**config.mk**
```make
export PLATFORM = sky130hd
export DESIGN_NAME = sorted_key_table_flat
export DESIGN_NICKNAME = d
export VERILOG_FILES = /design/src/skt_pkg.sv /design/src/skt_if.sv /design/src/skt_cell.sv /design/src/skt_chain.sv /design/src/sorted_key_table.sv /design/src/flat_wrapper.sv
export SDC_FILE = /design/constraint.sdc
export NUM_CORES = 2
export LEC_CHECK = 0
export BUFFER_PORTS_ARGS = -buffer_cell sky130_fd_sc_hd__buf_2
export CAP_MARGIN = 15
export CORE_UTILIZATION = 58
export DETAILED_ROUTE_END_ITERATION = 12
export MAX_ROUTING_LAYER = met4
export PLACE_DENSITY_LB_ADDON = 0.1
export SETUP_SLACK_MARGIN = 0.3
export SLEW_MARGIN = 10
export SYNTH_ARGS = -nofsm -noshare
export SYNTH_HDL_FRONTEND = slang
export SYNTH_SLANG_ARGS = --single-unit
```
**constraint.sdc**
```tcl
create_clock -name clk_i -period 6.52 [get_ports clk_i]
set_clock_uncertainty 0.1 [all_clocks]
set_input_delay 0.326 -clock clk_i [delete_from_list [all_inputs] [get_ports clk_i]]
set_output_delay 0.326 -clock clk_i [all_outputs]
set_load 0.02 [all_outputs]
```
**src/skt_pkg.sv**
```systemverilog
// Package for the sorted key table: widths, operation and status codes,
// cell commands and the neighbor word passed along the cell row.
// No dependencies.
package skt_pkg;

  localparam int CAPACITY = 16;
  localparam int CNT_W    = $clog2(CAPACITY + 1);

  localparam int ACT_W = 2;
  localparam int KEY_W = 20;
  localparam int HDL_W = 16;
  localparam int ST_W  = 3;
  localparam int OCC_W = 5;

  typedef enum logic [ACT_W-1:0] {
    ACT_INSERT = 2'd0,
    ACT_FIND   = 2'd1,
    ACT_REMOVE = 2'd2,
    ACT_NONE   = 2'd3
  } skt_action_e;

  typedef enum logic [ST_W-1:0] {
    ST_INSERTED  = 3'd0,
    ST_DUPLICATE = 3'd1,
    ST_FULL      = 3'd2,
    ST_FOUND     = 3'd3,
    ST_NOT_FOUND = 3'd4,
    ST_REMOVED   = 3'd5
  } skt_status_e;

  typedef enum logic [1:0] {
    CELL_HOLD = 2'd0,
    CELL_CMP  = 2'd1,
    CELL_INS  = 2'd2,
    CELL_REM  = 2'd3
  } skt_cell_op_e;

  typedef struct packed {
    logic [KEY_W-1:0] key;
    logic [HDL_W-1:0] handle;
    logic             lt;
  } skt_nbr_t;

endpackage

```
**src/skt_if.sv**
```systemverilog
// Request and response channel interfaces of the sorted key table.
// Depends on skt_pkg.
interface skt_req_if import skt_pkg::*; ();
  logic             valid;
  logic             ready;
  logic [ACT_W-1:0] action;
  logic [KEY_W-1:0] key;
  logic [HDL_W-1:0] record_handle;

  modport source (output valid, action, key, record_handle, input ready);
  modport sink   (input valid, action, key, record_handle, output ready);
endinterface

interface skt_rsp_if import skt_pkg::*; ();
  logic             valid;
  logic             ready;
  logic [ST_W-1:0]  status;
  logic [HDL_W-1:0] record_out;
  logic [OCC_W-1:0] occupancy;

  modport source (output valid, status, record_out, occupancy, input ready);
  modport sink   (input valid, status, record_out, occupancy, output ready);
endinterface

```
**src/skt_cell.sv**
```systemverilog
// One cell of the table: holds a key and handle, compares against the
// broadcast key and shifts with its neighbors. Depends on skt_pkg.
module skt_cell import skt_pkg::*; (
  input  logic             clk_i,
  input  logic             rst_ni,
  input  skt_cell_op_e     op_i,
  input  logic             valid_i,
  input  logic [KEY_W-1:0] key_i,
  input  logic [HDL_W-1:0] handle_i,
  input  skt_nbr_t         left_i,
  input  skt_nbr_t         right_i,
  output skt_nbr_t         self_o,
  output logic             eq_o
);

  logic [KEY_W-1:0] key_q, key_d;
  logic [HDL_W-1:0] hdl_q, hdl_d;
  logic             lt_q, lt_d, eq_q, eq_d;

  always_comb begin
    key_d = key_q;
    hdl_d = hdl_q;
    lt_d  = lt_q;
    eq_d  = eq_q;
    case (op_i)
      CELL_CMP: begin
        lt_d = valid_i && (key_q < key_i);
        eq_d = valid_i && (key_q == key_i);
      end
      CELL_INS: begin
        if (!lt_q) begin
          if (left_i.lt) begin
            key_d = key_i;
            hdl_d = handle_i;
          end else begin
            key_d = left_i.key;
            hdl_d = left_i.handle;
          end
        end
      end
      CELL_REM: begin
        if (!lt_q) begin
          key_d = right_i.key;
          hdl_d = right_i.handle;
        end
      end
      default: ;
    endcase
  end

  always_ff @(posedge clk_i or negedge rst_ni) begin
    if (!rst_ni) begin
      lt_q <= 1'b0;
      eq_q <= 1'b0;
    end else begin
      lt_q <= lt_d;
      eq_q <= eq_d;
    end
  end

  always_ff @(posedge clk_i) begin
    key_q <= key_d;
    hdl_q <= hdl_d;
  end

  assign self_o.key    = key_q;
  assign self_o.handle = hdl_q;
  assign self_o.lt     = lt_q;
  assign eq_o          = eq_q;

endmodule

```
**src/skt_chain.sv**
```systemverilog
// Row of CAPACITY cells with the match reduction over their flags.
// Depends on skt_pkg and skt_cell.
module skt_chain import skt_pkg::*; (
  input  logic             clk_i,
  input  logic             rst_ni,
  input  skt_cell_op_e     op_i,
  input  logic [CNT_W-1:0] count_i,
  input  logic [KEY_W-1:0] key_i,
  input  logic [HDL_W-1:0] handle_i,
  output logic             hit_o,
  output logic [HDL_W-1:0] handle_o
);

  skt_nbr_t   cell_w [CAPACITY];
  logic       eq_w   [CAPACITY];
  skt_nbr_t   head_w;

  assign head_w.key    = '0;
  assign head_w.handle = '0;
  assign head_w.lt     = 1'b1;

  for (genvar i = 0; i < CAPACITY; i++) begin : g_cell
    skt_nbr_t left_w, right_w;
    if (i == 0) begin : g_head
      assign left_w = head_w;
    end else begin : g_mid
      assign left_w = cell_w[i-1];
    end
    if (i == CAPACITY - 1) begin : g_tail
      assign right_w = cell_w[i];
    end else begin : g_body
      assign right_w = cell_w[i+1];
    end

    skt_cell u_cell (
      .clk_i    (clk_i),
      .rst_ni   (rst_ni),
      .op_i     (op_i),
      .valid_i  (count_i > CNT_W'(i)),
      .key_i    (key_i),
      .handle_i (handle_i),
      .left_i   (left_w),
      .right_i  (right_w),
      .self_o   (cell_w[i]),
      .eq_o     (eq_w[i])
    );
  end

  always_comb begin
    hit_o    = 1'b0;
    handle_o = '0;
    for (int i = 0; i < CAPACITY; i++) begin
      hit_o    = hit_o | eq_w[i];
      handle_o = handle_o | (eq_w[i] ? cell_w[i].handle : '0);
    end
  end

endmodule

```
**src/sorted_key_table.sv**
```systemverilog
// Sorted key table: up to CAPACITY unique keys with handles, ascending.
// A word is accepted in the idle state, compared by the row in the compare
// state and executed in the exec state, which waits while the previous
// response is unaccepted; a new word is taken only after the exec state.
// Reset clears the entry count, the cell flags and the response valid;
// entry contents are undefined until written.
module sorted_key_table import skt_pkg::*; (
  input  logic      clk_i,
  input  logic      rst_ni,
  skt_req_if.sink   req_i,
  skt_rsp_if.source rsp_o
);

  localparam logic [1:0] S_IDLE = 2'd0;
  localparam logic [1:0] S_CMP  = 2'd1;
  localparam logic [1:0] S_EXEC = 2'd2;

  logic [1:0]       state_q, state_d;
  logic [CNT_W-1:0] cnt_q, cnt_d;
  logic [ACT_W-1:0] act_q;
  logic [KEY_W-1:0] key_q;
  logic [HDL_W-1:0] hdl_q;

  logic             ov_q, ov_d;
  logic [ST_W-1:0]  st_q, st_d;
  logic [HDL_W-1:0] rec_q, rec_d;
  logic [OCC_W-1:0] occ_q, occ_d;

  skt_cell_op_e     cell_op;
  logic             hit;
  logic [HDL_W-1:0] hit_hdl;
  logic             fire;
  logic             full;

  assign req_i.ready = (state_q == S_IDLE);
  assign fire        = (state_q == S_EXEC) && (!ov_q || rsp_o.ready);
  assign full        = (cnt_q == CNT_W'(CAPACITY));

  skt_chain u_chain (
    .clk_i    (clk_i),
    .rst_ni   (rst_ni),
    .op_i     (cell_op),
    .count_i  (cnt_q),
    .key_i    (key_q),
    .handle_i (hdl_q),
    .hit_o    (hit),
    .handle_o (hit_hdl)
  );

  always_comb begin
    state_d = state_q;
    cnt_d   = cnt_q;
    cell_op = CELL_HOLD;
    st_d    = st_q;
    rec_d   = rec_q;
    occ_d   = occ_q;
    ov_d    = ov_q && !rsp_o.ready;
    case (state_q)
      S_IDLE: begin
        if (req_i.valid) state_d = S_CMP;
      end
      S_CMP: begin
        cell_op = CELL_CMP;
        state_d = S_EXEC;
      end
      S_EXEC: begin
        if (fire) begin
          st_d  = ST_NOT_FOUND;
          rec_d = '0;
          case (act_q)
            ACT_INSERT: begin
              if (hit) begin
                st_d = ST_DUPLICATE;
              end else if (full) begin
                st_d = ST_FULL;
              end else begin
                st_d    = ST_INSERTED;
                cell_op = CELL_INS;
                cnt_d   = cnt_q + CNT_W'(1);
              end
            end
            ACT_FIND: begin
              if (hit) begin
                st_d  = ST_FOUND;
                rec_d = hit_hdl;
              end
            end
            ACT_REMOVE: begin
              if (hit) begin
                st_d    = ST_REMOVED;
                rec_d   = hit_hdl;
                cell_op = CELL_REM;
                cnt_d   = cnt_q - CNT_W'(1);
              end
            end
            default: ;
          endcase
          occ_d   = OCC_W'(cnt_d);
          ov_d    = 1'b1;
          state_d = S_IDLE;
        end
      end
      default: state_d = S_IDLE;
    endcase
  end

  always_ff @(posedge clk_i or negedge rst_ni) begin
    if (!rst_ni) begin
      state_q <= S_IDLE;
      cnt_q   <= '0;
      ov_q    <= 1'b0;
    end else begin
      state_q <= state_d;
      cnt_q   <= cnt_d;
      ov_q    <= ov_d;
    end
  end

  always_ff @(posedge clk_i) begin
    if (req_i.valid && req_i.ready) begin
      act_q <= req_i.action;
      key_q <= req_i.key;
      hdl_q <= req_i.record_handle;
    end
    st_q  <= st_d;
    rec_q <= rec_d;
    occ_q <= occ_d;
  end

  assign rsp_o.valid      = ov_q;
  assign rsp_o.status     = st_q;
  assign rsp_o.record_out = rec_q;
  assign rsp_o.occupancy  = occ_q;

endmodule

```
**src/flat_wrapper.sv**
```systemverilog
// flat-port wrapper written by rule: the top's interface ports become plain ports
module sorted_key_table_flat import skt_pkg::*;
  (clk_i, rst_ni, req_i_valid, req_i_action, req_i_key, req_i_record_handle, req_i_ready, rsp_o_valid, rsp_o_status, rsp_o_record_out, rsp_o_occupancy, rsp_o_ready);
  skt_req_if req_i_i ();
  skt_rsp_if rsp_o_i ();
  input  logic clk_i;
  input  logic rst_ni;
  input wire logic [$bits(req_i_i.valid)-1:0] req_i_valid;
  input wire logic [$bits(req_i_i.action)-1:0] req_i_action;
  input wire logic [$bits(req_i_i.key)-1:0] req_i_key;
  input wire logic [$bits(req_i_i.record_handle)-1:0] req_i_record_handle;
  output wire logic [$bits(req_i_i.ready)-1:0] req_i_ready;
  output wire logic [$bits(rsp_o_i.valid)-1:0] rsp_o_valid;
  output wire logic [$bits(rsp_o_i.status)-1:0] rsp_o_status;
  output wire logic [$bits(rsp_o_i.record_out)-1:0] rsp_o_record_out;
  output wire logic [$bits(rsp_o_i.occupancy)-1:0] rsp_o_occupancy;
  input wire logic [$bits(rsp_o_i.ready)-1:0] rsp_o_ready;
  assign req_i_i.valid = req_i_valid;
  assign req_i_i.action = req_i_action;
  assign req_i_i.key = req_i_key;
  assign req_i_i.record_handle = req_i_record_handle;
  assign req_i_ready = req_i_i.ready;
  assign rsp_o_valid = rsp_o_i.valid;
  assign rsp_o_status = rsp_o_i.status;
  assign rsp_o_record_out = rsp_o_i.record_out;
  assign rsp_o_occupancy = rsp_o_i.occupancy;
  assign rsp_o_i.ready = rsp_o_ready;
  sorted_key_table u_core (.clk_i(clk_i), .rst_ni(rst_ni), .req_i(req_i_i), .rsp_o(rsp_o_i));
endmodule
```
==> results.cfg <==
[status]
status = complete, no violations

[worst_setup_path]
r2r_setup_slack_ps = 2310
worst_ep_required_time_ps = 6650
r2r-end = u_core.u_chain.g_cell[5].u_cell.key_q[9]
endpoint_kind = flip-flop
cp_max_fo = 36
crit_path_start = u_core.u_chain.g_cell[12].u_cell.eq_o
worst_r2r_path_depth = 5
crit_path_end = u_core.u_chain.g_cell[5].u_cell.key_q[9]
cp.arrival_ps = 4350
cp-start-kind = flip-flop
criticalPathCategory = flip-flop to flip-flop
r2r-start = u_core.u_chain.g_cell[12].u_cell.eq_o

[synthesis]
ys_async_sr_fraction_pct = 5.900
ys_ff_latch = 678
ys.flop_type = edfxtp_1
synth_area_um2 = 41150
synth_top_area_share_pct = 46.55
yosys.cell_types.count = 64
synth.net_count = 4173
synth_edf_count = 638
ys_seq_area_share_pct = 48.99
yosys-top-cells-area = edfxtp_1, mux2i_1, ha_1, o21ai_0, nand2_1
syn_avg_cell_area_um2 = 10.84
yosys_warnings = 0
synthCells = 3798
yosys.area.top_type = edfxtp_1
yosys-top-cells-count = nand2_1, edfxtp_1, o21ai_0
yosysMostFrequentCell = nand2_1

[layout]
antenna_cells = 0
ff_latch_area_um2 = 20180
final_nets = 4158
fillers = 5458
stdcell_count = 4783
design_area_um2 = 45390
utilization_pct = 64.70
area_growth_pct = 10.29
drive_above_1_share_pct = 9.055
multi_input_area_um2 = 19760

[route]
vias = 31730
viasPerCell = 6.634
drtPass1Iterations = 6
ant_nets = 0
wl_per_cell_um = 28.33
wirelength_um = 135500
drc = 0
drtIter0Drc = 2911

[sta]
timing.final.crit_period_ps = 4215
tns_ps = 0
tightest_slew_ps = 1203
maxSlewViolCount = 0
max_freq_ghz = 0.2373
slew_headroom_pct = 19.78
hold_viol = 0
finalSetupViolCount = 0
period_share_pct = 64.64
rsz0062_at_grt = false

[die]
ios = 68
core_area_um2 = 70150
die_w_um = 268.4
start_util_pct = 58.66
die_y_um = 268.4
die-area_um2 = 72020
row_count = 97

[clocking]
clk_pin_slew_worst_paths_ps = 60
cts_sinks = 678
cts_resized = 0
cts_buffer_depth = 3
cts_tree = yes
cts_root_buf = clkbuf_16
htreeDepth = 3
worstSkewPairLatency_ps = 640
numCtsBuffers = 76

[pwr]
power_w = 0.01657
leakage_nw = 15.88
irDropWorstVdd_mv = 0.2489
power_density_nw_per_um2 = 365.0

[place]
gp_congestion = 1.022
place_inst = 4588
dpl-instance-area_um2 = 42170
hpwl_um = 97940
portBuffers = 67

[run]
drv_cap = 0

[global_route]
antenna_found_initial = 0
grt_max_degree = 211
overflow = 0
track_usage_pct = 38.62
grt_pass1_wl_um = 199500
grt_pass1_vias = 31670

[worst_hold_path]
hold_path_class = input pin to asynchronous set/reset pin
worst min-delay path by stage:
stage               slack [ps]                    from                                    end
floorplan                  -70                  rst_ni                        u_core.cnt_q[0]
global route               300  req_i_record_handle[8]                        u_core.hdl_q[8]
CTS                        260            req_i_key[2]                        u_core.key_q[2]
finish                     290                  rst_ni  u_core.u_chain.g_cell[15].u_cell.lt_q
detailed placement         400            req_i_key[8]                        u_core.key_q[8]
global placement           400            req_i_key[3]                        u_core.key_q[3]
through the flow:
step           setup WS [ps]  hold WS [ps]
3_3_place_gp            2276         402.4
6_report                2305         288.3
5_1_grt                 2118         301.6
3_5_place_dp            2215         404.1
2_1_floorplan          444.7        -69.59
4_1_cts                 2205         264.8
repair_timing:
item                      4_1_cts  5_1_grt
hold endpoints to repair       80        0
hold buffers                   42        0
buffers inserted                0        0
cell families (layout without fill, tap and decap cells):
logic type               after synthesis  after routing  share of synthesized area [%]
AO/OA/AOI/OAI                       1006           1006                          14.23
XOR/XNOR                               1              1                        0.02129
adder cells (fa/ha/maj)              333            333                          10.12
buffers and inverters                323            368                          3.308
flip-flops                           678            678                          48.99
multiplexers                         568            568                          13.99
AND/OR/NAND/NOR                      889            889                          9.334
where the power goes:
part           internal [W]  switching (W)  total, W
combinational       0.00230        0.00339   0.00569
clock               0.00246        0.00186   0.00433
sequential          0.00563       0.000926   0.00656
total                0.0104        0.00618    0.0166
worst max-delay path, stage by stage (launching register included):
cell and delay [ps]:
dfrtp_1 720, nor4_4 520, nand4_2 480, o21a_1 340, or2_2 620, nor2_4 1010
state kept, by name, summed over array words and instances (netlist names):
register	cells
u_core.u_chain.g_cell.u_cell.key_q	320
u_core.u_chain.g_cell.u_cell.hdl_q	256
u_core.key_q	20
u_core.hdl_q	16
u_core.rsp_o.record_out	16
u_core.u_chain.g_cell.u_cell.eq_o	16
u_core.u_chain.g_cell.u_cell.lt_q	16
u_core.cnt_q	5
u_core.rsp_o.occupancy	5
u_core.rsp_o.status	3
u_core.act_q	2
u_core.state_q	2
u_core.rsp_o.valid	1
metal layers:
metal	global-route usage (%)	wire [um]	up-vias
li1	-	-	14340
met5	-	0	-
met3	3.638	6703	396
met2	67.33	69740	1325
met1	41.52	48400	15670
met4	26.74	10660	0
area by class of cell:
| class | count | share of cell area [%] |
|---|---|---|
| inverter | 54 | 0.4466 |
| tap | 940 | 2.591 |
| clock inverter | 41 | 0.7912 |
| timing repair buffer | 176 | 3.595 |
| sequential | 678 | 44.46 |
| multi-input combinational | 2797 | 43.53 |
| clock buffer | 97 | 4.590 |
cell usage in the layout (no fill, tap or decap), drive strengths merged, types with 15 or more instances in the layout:
cell / count
clkinv: 33
dlygate4sd3: 42
a22oi: 34
nor2b: 15
nor3: 15
clkbuf: 97
a211oi: 35
mux2: 59
a221oi: 48
ha: 333
nand4: 58
and3: 18
nand2: 647
buf: 134
a22o: 49
a31oi: 19
nand3: 18
nor4: 19
nor2: 67
edfxtp: 638
mux2i: 509
o21ai: 616
dfrtp: 40
a21oi: 128
inv: 55
(Power assumes the default switching activity.)
